## src/rtl/lpdh_pkg.sv

```systemverilog
// ----------------------------------------------------------------------------
// lpdh_pkg: shared types and constants for the line pair distance histogram
// Widths of the line, the counters and the control bundle of the cell chain.
// ----------------------------------------------------------------------------
package lpdh_pkg;

   localparam int LINE_LEN  = 64;
   localparam int NUM_CELLS = LINE_LEN;
   localparam int LEN_W     = 7;
   localparam int IDX_W     = 6;
   localparam int CNT_W     = 7;

   localparam logic [LEN_W-1:0] LEN_MIN   = LEN_W'(2);
   localparam logic [LEN_W-1:0] LEN_MAX   = LEN_W'(LINE_LEN);
   localparam logic [CNT_W-1:0] CNT_SAT   = {CNT_W{1'b1}};

   typedef logic [CNT_W-1:0] cnt_type;

   // per-cycle control broadcast to every cell of the chain
   typedef struct packed {
      logic black;     // black pixel accepted this cycle
      logic advance;   // pixel accepted: history moves one cell on
      logic line_end;  // final pixel of the line accepted
      logic shift;     // readout step: counters and snapshots move
      logic clear;     // wipe history and counters
   } cell_ctrl_type;

endpackage

```

## src/rtl/lpdh_cell.sv

```systemverilog
// ----------------------------------------------------------------------------
// lpdh_cell: one distance cell of the histogram chain
// Holds one history pixel, the unfolded pair count for its distance and a
// readout snapshot. Counters shift down and snapshots shift up at readout.
// ----------------------------------------------------------------------------
module lpdh_cell (
   input  logic                   clock,
   input  logic                   reset,
   input  lpdh_pkg::cell_ctrl_type ctrl,
   input  logic                   hist_prev,      // history bit from lower neighbor
   input  logic                   match_prev,     // pixel at this cell's distance
   input  lpdh_pkg::cnt_type      cnt_above,      // counter of upper neighbor
   input  lpdh_pkg::cnt_type      cnt_next_above, // next counter of upper neighbor
   input  lpdh_pkg::cnt_type      snap_below,     // snapshot of lower neighbor
   output logic                   hist_q,
   output lpdh_pkg::cnt_type      cnt_q,
   output lpdh_pkg::cnt_type      cnt_next,
   output lpdh_pkg::cnt_type      snap_q
);

   logic              hist_ff, hist_in;
   lpdh_pkg::cnt_type cnt_ff, cnt_in;
   lpdh_pkg::cnt_type snap_ff, snap_in;

   always_comb begin
      hist_in = hist_ff;
      if (ctrl.clear || ctrl.line_end) begin
         hist_in = 1'b0;
      end else if (ctrl.advance) begin
         hist_in = hist_prev;
      end

      cnt_in = cnt_ff;
      if (ctrl.clear) begin
         cnt_in = '0;
      end else if (ctrl.shift) begin
         cnt_in = cnt_above;
      end else if (ctrl.black && match_prev && (cnt_ff != lpdh_pkg::CNT_SAT)) begin
         cnt_in = cnt_ff + lpdh_pkg::CNT_W'(1);
      end

      // snapshot is offset by one cell: it takes the upper neighbor's count
      snap_in = snap_ff;
      if (ctrl.line_end) begin
         snap_in = cnt_next_above;
      end else if (ctrl.shift) begin
         snap_in = snap_below;
      end
   end

   always_ff @(posedge clock) begin
      if (reset) begin
         hist_ff <= 1'b0;
         cnt_ff  <= '0;
      end else begin
         hist_ff <= hist_in;
         cnt_ff  <= cnt_in;
      end
      snap_ff <= snap_in;
   end

   assign hist_q   = hist_ff;
   assign cnt_q    = cnt_ff;
   assign cnt_next = cnt_in;
   assign snap_q   = snap_ff;

endmodule

```

## src/rtl/line_pair_distance_histogram.sv

```systemverilog
// ----------------------------------------------------------------------------
// line_pair_distance_histogram: folded pair distance histogram of a pixel line
// Chain of distance cells counts black pixel pairs per distance as pixels
// stream in; after each line the folded histogram is read out as one run.
// ----------------------------------------------------------------------------
// Usage:
//   req_*  : one pixel per transaction (tdata bit 0, 1 = black).
//   rsp_*  : one bin per transaction, bins 0..ceil(len/2) in order, tlast on
//            the final bin of the line.
//   csr_*  : write of line_length (pixels per line, saturated to 2..64);
//            a write also restarts the line. Write only while idle.
// Throughput: one pixel per cycle while a line fills; every distance cell
//   updates its counter in the same cycle, so the chain sets no limit.
// Readout: after the final pixel is accepted the bins are read out as one
//   run, one bin per cycle while rsp_tready allows, set by the shifting
//   counter chain; req_tready is low until the final bin sits in the output
//   register.
// Stall: while rsp_tready is low the output register holds and the chain
//   pauses; nothing is dropped.
// Reset: line_length returns to 64, history, counters and position clear,
//   no results pending.
// ----------------------------------------------------------------------------
module line_pair_distance_histogram (
   input  logic        clock,
   input  logic        reset,
   // input pixels
   input  logic        req_tvalid,
   output logic        req_tready,
   input  logic [7:0]  req_tdata,   // [0] pixel, [7:1] zero
   // histogram bins
   output logic        rsp_tvalid,
   input  logic        rsp_tready,
   output logic [15:0] rsp_tdata,   // [5:0] bin_index, [12:6] pair_count, [15:13] zero
   output logic        rsp_tlast,   // last_bin
   // configuration
   input  logic        csr_we,
   input  logic [6:0]  csr_wdata    // line_length
);

   localparam int NC    = lpdh_pkg::NUM_CELLS;
   localparam int LEN_W = lpdh_pkg::LEN_W;
   localparam int IDX_W = lpdh_pkg::IDX_W;
   localparam int CNT_W = lpdh_pkg::CNT_W;

   // control and readout registers
   logic [LEN_W-1:0]  len_ff, len_in;
   logic [IDX_W-1:0]  pos_ff, pos_in;
   logic              busy_ff, busy_in;       // readout of a line in progress
   logic [IDX_W-1:0]  k_ff, k_in;             // bin being read out
   logic              rsp_valid_ff, rsp_valid_in;
   logic [IDX_W-1:0]  rsp_index_ff, rsp_index_in;
   lpdh_pkg::cnt_type rsp_count_ff, rsp_count_in;
   logic              rsp_last_ff, rsp_last_in;

   logic [LEN_W-1:0]  eff_len;
   logic [LEN_W-1:0]  len_m1;
   logic [IDX_W-1:0]  half;
   logic [LEN_W:0]    len_p1;
   logic [IDX_W-1:0]  last_k;
   logic              accept;
   logic              line_end;
   logic              step;
   logic              step_last;
   lpdh_pkg::cnt_type near_term;
   lpdh_pkg::cnt_type far_term;
   logic [CNT_W:0]    bin_sum;
   lpdh_pkg::cnt_type bin_count;

   lpdh_pkg::cell_ctrl_type ctrl;

   // chain wiring
   logic              hist_w     [NC];
   lpdh_pkg::cnt_type cnt_w      [NC];
   lpdh_pkg::cnt_type cnt_next_w [NC];
   lpdh_pkg::cnt_type snap_w     [NC];

   // effective line length and derived limits
   always_comb begin
      if (len_ff < lpdh_pkg::LEN_MIN) begin
         eff_len = lpdh_pkg::LEN_MIN;
      end else if (len_ff > lpdh_pkg::LEN_MAX) begin
         eff_len = lpdh_pkg::LEN_MAX;
      end else begin
         eff_len = len_ff;
      end
   end

   assign len_m1 = eff_len - LEN_W'(1);
   assign half   = eff_len[LEN_W-1:1];
   assign len_p1 = {1'b0, eff_len} + (LEN_W+1)'(1);
   assign last_k = len_p1[IDX_W:1];      // ceil(len/2)

   assign req_tready = !busy_ff;
   assign accept     = req_tvalid && !busy_ff;
   assign line_end   = accept && ({1'b0, pos_ff} == len_m1);

   // one readout step whenever the output register is free or being drained
   assign step      = busy_ff && (!rsp_valid_ff || rsp_tready);
   assign step_last = step && (k_ff == last_k);

   assign ctrl.black    = accept && req_tdata[0];
   assign ctrl.advance  = accept;
   assign ctrl.line_end = line_end;
   assign ctrl.shift    = step;
   assign ctrl.clear    = step_last || csr_we;

   // Bin k folds distance k (only below the half length) and distance len-k.
   // The down-shifting counters put distance k in cell 0; the up-shifting
   // snapshots, loaded one cell low, put distance len-k in cell len-1.
   assign near_term = (k_ff < half) ? cnt_w[0] : '0;
   assign far_term  = snap_w[len_m1[IDX_W-1:0]];
   assign bin_sum   = {1'b0, near_term} + {1'b0, far_term};
   assign bin_count = bin_sum[CNT_W] ? lpdh_pkg::CNT_SAT : bin_sum[CNT_W-1:0];

   for (genvar i = 0; i < NC; i++) begin : g_cell
      logic              hist_prev_w;
      logic              match_prev_w;
      lpdh_pkg::cnt_type cnt_above_w;
      lpdh_pkg::cnt_type cnt_next_above_w;
      lpdh_pkg::cnt_type snap_below_w;

      if (i == 0) begin : g_first
         // distance zero: the pixel pairs with itself
         assign hist_prev_w  = req_tdata[0];
         assign match_prev_w = 1'b1;
         assign snap_below_w = '0;
      end else begin : g_rest
         assign hist_prev_w  = hist_w[i-1];
         assign match_prev_w = hist_w[i-1];
         assign snap_below_w = snap_w[i-1];
      end

      if (i == NC-1) begin : g_top
         assign cnt_above_w      = '0;
         assign cnt_next_above_w = '0;
      end else begin : g_mid
         assign cnt_above_w      = cnt_w[i+1];
         assign cnt_next_above_w = cnt_next_w[i+1];
      end

      lpdh_cell u_cell (
         .clock          (clock),
         .reset          (reset),
         .ctrl           (ctrl),
         .hist_prev      (hist_prev_w),
         .match_prev     (match_prev_w),
         .cnt_above      (cnt_above_w),
         .cnt_next_above (cnt_next_above_w),
         .snap_below     (snap_below_w),
         .hist_q         (hist_w[i]),
         .cnt_q          (cnt_w[i]),
         .cnt_next       (cnt_next_w[i]),
         .snap_q         (snap_w[i])
      );
   end

   always_comb begin
      len_in       = len_ff;
      pos_in       = pos_ff;
      busy_in      = busy_ff;
      k_in         = k_ff;
      rsp_valid_in = rsp_valid_ff;
      rsp_index_in = rsp_index_ff;
      rsp_count_in = rsp_count_ff;
      rsp_last_in  = rsp_last_ff;

      if (rsp_valid_ff && rsp_tready) begin
         rsp_valid_in = 1'b0;
      end

      if (step) begin
         rsp_valid_in = 1'b1;
         rsp_index_in = k_ff;
         rsp_count_in = bin_count;
         rsp_last_in  = step_last;
         k_in         = k_ff + IDX_W'(1);
         if (step_last) begin
            busy_in = 1'b0;
         end
      end

      if (accept) begin
         if (line_end) begin
            pos_in  = '0;
            busy_in = 1'b1;
            k_in    = '0;
         end else begin
            pos_in = pos_ff + IDX_W'(1);
         end
      end

      if (csr_we) begin
         len_in  = csr_wdata;
         pos_in  = '0;
         busy_in = 1'b0;
      end
   end

   always_ff @(posedge clock) begin
      if (reset) begin
         len_ff       <= lpdh_pkg::LEN_MAX;
         pos_ff       <= '0;
         busy_ff      <= 1'b0;
         k_ff         <= '0;
         rsp_valid_ff <= 1'b0;
      end else begin
         len_ff       <= len_in;
         pos_ff       <= pos_in;
         busy_ff      <= busy_in;
         k_ff         <= k_in;
         rsp_valid_ff <= rsp_valid_in;
      end
      rsp_index_ff <= rsp_index_in;
      rsp_count_ff <= rsp_count_in;
      rsp_last_ff  <= rsp_last_in;
   end

   assign rsp_tvalid = rsp_valid_ff;
   assign rsp_tdata  = {3'b000, rsp_count_ff, rsp_index_ff};
   assign rsp_tlast  = rsp_last_ff;

endmodule

```

## config.mk

```make
export PLATFORM = sky130hd
export DESIGN_NAME = line_pair_distance_histogram
export DESIGN_NICKNAME = d
export VERILOG_FILES = /design/src/rtl/lpdh_pkg.sv /design/src/rtl/lpdh_cell.sv /design/src/rtl/line_pair_distance_histogram.sv
export SDC_FILE = /design/constraint.sdc
export NUM_CORES = 2
export LEC_CHECK = 0
export ABC_AREA = 1
export BUFFER_PORTS_ARGS = -buffer_cell sky130_fd_sc_hd__buf_4
export CAP_MARGIN = 0
export CORE_MARGIN = 2
export CORE_UTILIZATION = 35
export DETAILED_ROUTE_END_ITERATION = 8
export GPL_TIMING_DRIVEN = 0
export PLACE_DENSITY = 0.6
export SLEW_MARGIN = 25
export SYNTH_ARGS = -nofsm -noshare
export SYNTH_HDL_FRONTEND = slang
export SYNTH_SLANG_ARGS = --single-unit
```

## constraint.sdc

```tcl
create_clock -name clock -period 18 [get_ports clock]
set_clock_uncertainty 0.2 [all_clocks]
set_input_delay 3.6 -clock clock [delete_from_list [all_inputs] [get_ports clock]]
set_output_delay 3.6 -clock clock [all_outputs]
set_load 0.01 [all_outputs]
```

# Word-level counts from Yosys, hierarchy flattened
# Cells that the tools add are included.
# Widths: inputs -> output; s select.
dict set report classes {
  n_eq_ne 66
  n_addsub 69
  mux 333
  magnitude_cmp 4
  n_bitwise 1
  reduce_logical 144
}
# operator n
set op_table {}
lappend op_table {{$mux 7} 322}
lappend op_table {{$add 7x1->7 const B} 65}
lappend op_table {{$ne 7x7->1 const B} 64}
lappend op_table {{$logic_and 1x1->1} 133}
lappend op_table {{$bmux 7 s6} 1}
lappend op_table {{$mux 6} 4}
lappend op_table {{$add 6x1->6 const B} 2}
lappend op_table {{$add 7x7->8} 1}
lappend op_table {{$eq 6x7->1} 1}
lappend op_table {{$ge 7x7->1 const B} 1}
lappend op_table {{$gt 7x7->1 const B} 1}
lappend op_table {{$lt 7x2->1 const B} 1}
lappend op_table {{$not 6->7} 1}
lappend op_table {{$sub 7x1->7 const B} 1}
lappend op_table {{$eq 6x6->1} 1}
lappend op_table {{$lt 6x6->1} 1}
lappend op_table {{$mux 1} 6}
lappend op_table {{$reduce_bool 2->1} 3}
lappend op_table {{$reduce_or 2->1} 3}
lappend op_table {{$logic_or 1x1->1} 3}
lappend op_table {{$logic_not 1->1} 2}
dict set report totals {
  register_bits 994
  word_cells 816
  out_inout_bits 19
  input_bits 20
}

# Longest topological paths before layout
dict set report depth {
  word_depth 10
  depth_mapped 28
  ltp_nobuf 23
}

# By module
# From an unflattened synthesis, not the netlist that was laid out.
dict set report hier_totals {
  cells_unflattened 9548
  hier_area_um2 62580.0
}
# module area_per_inst_um2 cells_each seq_area_each_um2 instances
set by_module_without_submodules {}
lappend by_module_without_submodules {lpdh_cell 864.6 127 370.4 64}
lappend by_module_without_submodules {line_pair_distance_histogram 7247.0 1420 840.8 1}

# Worst setup path before layout
# Ideal clock, no wire load.
dict set report synth_timing {
  path_type {input to register}
  startpoint {input port rsp_tready}
  endpoint {register g_cell[0].u_cell.snap_ff[0] (enable)}
  path_buffers 4
  arrival_time_ns 12.051
  path_stages 8
  required_ns 14.607
  setup_ns 3.193
  path_slack_ns 2.556
  path_cell_list {inv_1 > nand2_1 > nand2_1 > clkbuf_1 > clkbuf_1 > clkbuf_1 > clkbuf_1 > nand2_1}
}
dict set report synth_between {
  elab_chain_len 3
}
# item line_no
set synth_rtl {}
lappend synth_rtl {{from (decl)} line_pair_distance_histogram.sv:32} ;# input logic rsp_tready,
lappend synth_rtl {{$logic_or 1x1->1} line_pair_distance_histogram.sv:98} ;# assign step = busy_ff && (!rsp_valid_ff || rsp_tready);
lappend synth_rtl {{$logic_and 1x1->1} line_pair_distance_histogram.sv:98}
lappend synth_rtl {{$reduce_bool 2->1 (no source line)} --}
lappend synth_rtl {{to (signal assigned)} lpdh_cell.sv:59} ;# snap_ff <= snap_in;
lappend synth_rtl {{to (decl)} lpdh_cell.sv:23} ;# lpdh_pkg::cnt_type snap_ff, snap_in;
# Every way passes these cells.
# A chain may end at the register's enable or synchronous reset.

# Worst setup path in the final report
dict set report layout_timing {
  startpoint {register len_ff[4]}
  endpoint {register rsp_count_ff[4], data pin}
}
dict set report layout_between {
  elab_chain_len 9
  elab_cells_between_ends 12
  classes_between {add/sub: 2; order compare: 3; mux: 6; bitwise: 1}
}
# item line_no
set layout_rtl {}
lappend layout_rtl {{from (decl)} line_pair_distance_histogram.sv:46} ;# logic [LEN_W-1:0] len_ff, len_in;
lappend layout_rtl {{from (signal assigned)} line_pair_distance_histogram.sv:201} ;# len_ff <= lpdh_pkg::LEN_MAX;
lappend layout_rtl {{from (signal assigned)} line_pair_distance_histogram.sv:207} ;# len_ff <= len_in;
lappend layout_rtl {{$gt 7x7->1} line_pair_distance_histogram.sv:81} ;# end else if (len_ff > lpdh_pkg::LEN_MAX) begin
lappend layout_rtl {{$mux 7} line_pair_distance_histogram.sv:81}
lappend layout_rtl {{$mux 7 (*)} line_pair_distance_histogram.sv:79} ;# if (len_ff < lpdh_pkg::LEN_MIN) begin
lappend layout_rtl {{$sub 7x1->7} line_pair_distance_histogram.sv:88} ;# assign len_m1 = eff_len - LEN_W'(1);
lappend layout_rtl {{$not 6->7 (not written as such)} line_pair_distance_histogram.sv:111} ;# assign far_term = snap_w[len_m1[IDX_W-1:0]];
lappend layout_rtl {{$bmux 7 s6} line_pair_distance_histogram.sv:111}
lappend layout_rtl {{$mux 7 (not written as such) (2 in a row)} line_pair_distance_histogram.sv:111}
lappend layout_rtl {{$add 7x7->8 (*)} line_pair_distance_histogram.sv:112} ;# assign bin_sum = {1'b0, near_term} + {1'b0, far_term};
lappend layout_rtl {{to (signal assigned)} line_pair_distance_histogram.sv:214} ;# rsp_count_ff <= rsp_count_in;
lappend layout_rtl {{to (decl)} line_pair_distance_histogram.sv:52} ;# lpdh_pkg::cnt_type rsp_count_ff, rsp_count_in;
# Every way passes the cells marked *; elsewhere a longest branch is shown, timed or not. The select of a mux whose other input is x is not followed.

==> metrics.md <==
| Metric | Value |
|---|---|
| Sink Count | `994` |
| RR Startpoint | `len_ff[4]$_SDFFE_PP0P_` |
| Worst r2r dst | `rsp_count_ff[4]$_SDFFCE_PP1P_` |
| Total CTS buffers | `114` |
| Final min period | `8.93 ns` |
| Switch share | `26.9%` |
| Final setup viols | `0` |
| Worst Setup Start Kind | `flip-flop` |
| Asr flop ratio synth | `0%` |
| Number of flops mapped to enable cells by yosys | `455` |
| Area Growth Syn to Fin | `13.2%` |
| Chip Width | `405 um` |
| Register area share after synthesis | `43.4%` |
| Period utilization | `49.6%` |
| Initial antenna violation count | `16` |
| DRT Wirelength | `262,000 um` |
| Met2 Use GR | `45.9%` |
| Layout Utilization | `39.8%` |
| Commonest non-fill, non-tap cell in the layout | `nand2_1` |
| # fillers | `16,872` |
| CP Class | `flip-flop to flip-flop` |
| Io pins | `39` |
| ANT nets after route | `0` |
| Worst Min Path Start | `g_cell[63].u_cell.snap_q[4]$_SDFFE_PP0P_` |
| CTS tree | `yes` |
| Largest net degree at the start of global routing | `52` |
| Max-cap violations | `0` |
| Status | `complete, no violations` |
| Least-Margin Pin Slew | `1.31 ns` |
| Gr usage total | `30.8%` |
| CP Capture Point | `rsp_count_ff[4]$_SDFFCE_PP1P_` |
| GPL Wtd Cong | `1.04` |
| Initial DRC count | `8,902` |
| Num rows | `147` |
| H-tree depth | `3` |
| Relative slew slack | `12.7%` |
| Max clock buf depth | `3` |
| P_leak | `25.1 nW` |
| Clock latency at the later pin of the worst-skew pair | `0.79 ns` |
| Vias | `58,866` |
| Vias per inst | `5.73` |
| Mapped Cells | `7,832` |
| Achievable frequency | `112 MHz` |
| Final Hold Viols | `0` |
| M1 GR Usage | `41.1%` |
| Final HPWL DP | `196,000 um` |
| Net Sw Power | `1.41 mW` |
| Critical Path AT | `9.24 ns` |
| CTS Root Cell | `clkbuf_16` |
| Placed cell areas | `60,000 um2` |
| Critical path depth | `28` |
| Worst-path clk slew | `0.06 ns` |
| Comb pwr share | `8.4%` |
| Pwr dens | `82.3 nW/um2` |
| # resized after CTS | `0` |
| Clk network pwr share | `46.6%` |
| Family with the most delay on the worst path | `buffers and inverters` |
| #FFs+latches synth | `994` |
| HP Class | `flip-flop to flip-flop` |
| Share of power burned in registers | `45.0%` |
| Synth warnings | `0` |
| DIE AREA | `164,000 um2` |
| Delay of the slowest cell on the worst path | `1.03 ns` |
| DR pass1 iterations | `9` |
| Vias in the first global route | `53,750` |
| Unrepaired setup endpoints after global routing | `no` |
| Slowest-stage cell, CP | `clkbuf_1` |
| Worst Path Max Fanout | `10` |
| Worst R2R Setup Slack | `9.07 ns` |
| Top_reg_cell synth | `dfxtp_1` |
| Mean Syn Cell Area | `7.20 um2` |
| Total Power | `5.25 mW` |
| DR DRC count | `0` |
| Final design area excluding fillers | `63,800 um2` |
| Post-DR wirelength/cell | `25.5 um` |
| Share of layout cells above drive strength 1 | `5.60%` |
| CP Launch Point | `len_ff[4]$_SDFFE_PP0P_` |
| Port-buffer cells | `27` |
| Starting density of the core | `35.2%` |
| Buffers and inverters on the worst path | `9` |
| Reg2Reg Depth | `28` |
| Max VDD drop | `82.4 uV` |
| Die Span Y | `405 um` |
| Post-CTS Setup Inserts | `0` |
| Worst EP required | `18.31 ns` |
| Commonest cells after routing, fill and taps aside | `1,652 x nand2_1, 1,461 x nand3_1, 832 x nor2_1` |
| Core ar. | `160,000 um2` |
| Slew Limit Fails | `0` |
| Grt ovf | `0` |
| Critical Path Sink Type | `flip-flop` |
| Met3 Use GR | `7.00%` |
| GRT Max-Usage Layer | `met2` |
| Nets@finish | `8,102` |
| Unique masters post-synth | `44` |
| Synthesized area | `56,400 um2` |
| Hold_buf cts | `0` |
| Internal power | `3.84 mW` |
| First-pass GRT wire length | `369,000 um` |
## worst min-delay path, cell delays in order, from the launching register on
cell and delay [ns]:
dfxtp_1 0.31, nand2_1 0.06, a21oi_1 0.05
## worst min-delay path by stage
stage	endpoint	slack (ns)	cells after the start
after global placement	g_cell[63].u_cell.snap_q[6]$_SDFFE_PP0P_	0.25	2
after CTS	g_cell[63].u_cell.snap_q[5]$_SDFFE_PP0P_	0.27	2
final	g_cell[63].u_cell.snap_q[4]$_SDFFE_PP0P_	0.26	2
after detailed placement	g_cell[63].u_cell.snap_q[3]$_SDFFE_PP0P_	0.26	2
after floorplan	g_cell[63].u_cell.snap_q[0]$_SDFFE_PP0P_	0.24	2
after global routing	g_cell[63].u_cell.snap_q[6]$_SDFFE_PP0P_	0.30	2
## per-layer routing
layer | up-vias | routed length (um) | part of all wire, %
met5 | - | 138 | 0.053
met4 | 10 | 15400 | 5.9
met3 | 641 | 29700 | 11
met2 | 3582 | 111000 | 42
met1 | 28133 | 105000 | 40
li1 | 26500 | - | -
## cells in the mapped netlist (2+ instances only)
cell type  instances  area [um2]
o21bai_1           2        15.0
nor3_1            90         450
nand3_1         1461        7310
inv_1            678        2540
xor2_1           245        2150
buf_2             97         485
edfxtp_1         455       13700
nand2_4            3        33.8
nand3_2            3        30.0
buf_6             33         372
a211oi_1           4        30.0
nor2_4             2        22.5
clkbuf_1         304        1140
nand2_1         1653        6200
clkinv_1           2        7.51
o211ai_1          58         435
o21ai_1          342        1710
dfxtp_1          539       10800
nor4_1            43         269
ha_1              80        1000
xnor2_1            3        26.3
nand3b_1           3        22.5
a31oi_1            6        37.5
nand4_1            8        50.1
o21a_1             2        15.0
o21ai_0          530        2650
nand2_2            5        31.3
buf_1             57         214
o22ai_1           16         100
buf_4              3        22.5
inv_2              4        15.0
nor2_1           832        3120
a21oi_1          258        1290
## power by group through the flow
stage	Clock, mW	Sequential, mW	Combinational, mW
finish	2.45	2.36	0.441
global route	2.54	2.36	0.446
CTS	2.45	2.36	0.412
detailed placement	0	2.41	0.410
global placement	0	2.41	0.406
floorplan	0	2.41	0.208
## cell type report
class / instances / area [um2] / share of cell area (%)
Tap cell: 2160 / 2700 / 4.23
Timing Repair Buffer: 51 / 806 / 1.26
Multi-Input combinational cell: 5662 / 27100 / 42.5
Inverter: 684 / 2570 / 4.02
Clock buffer: 156 / 3230 / 5.07
Sequential cell: 994 / 24500 / 38.3
Clock inverter: 59 / 593 / 0.929
Buffer: 494 / 2320 / 3.64
Antenna cell: 8 / 20.0 / 0.0314
## flip-flops by register name, indices dropped and copies added, names as in the netlist
name,flops
busy_ff,1
g_cell.u_cell.cnt_q,448
g_cell.u_cell.hist_q,63
g_cell.u_cell.snap_q,448
k_ff,6
len_ff,7
pos_ff,6
rsp_count_ff,7
rsp_index_ff,6
rsp_tlast,1
rsp_tvalid,1
## per-stage QoR
stage / TNS (ns) / hold slack (ns) / instances / setup slack [ns]
after floorplan: 0 / 0.241 / 7834 / 2.56
after global placement: -2276.40 / 0.250 / 10021 / -5.22
after detailed placement: 0 / 0.259 / 10045 / 9.64
after CTS: 0 / 0.267 / 10260 / 9.62
after global routing: 0 / 0.296 / 10260 / 9.14
final: 0 / 0.261 / 10268 / 9.07
## cells by family (layout without fill, tap and decap cells)
logic type	after synthesis	after routing	synth area share, %
AOI/OAI and AO/OA	1224	1224	11.2
and+or+nand+nor	4106	4106	31.2
buffers and inverters	1178	1444	8.52
adders and majority gates	81	81	1.81
DFF	994	994	43.4
xor gates and xnor gates	248	248	3.85
other	1	11	0.00665
Note: power is estimated with default switching activity, not from simulation.
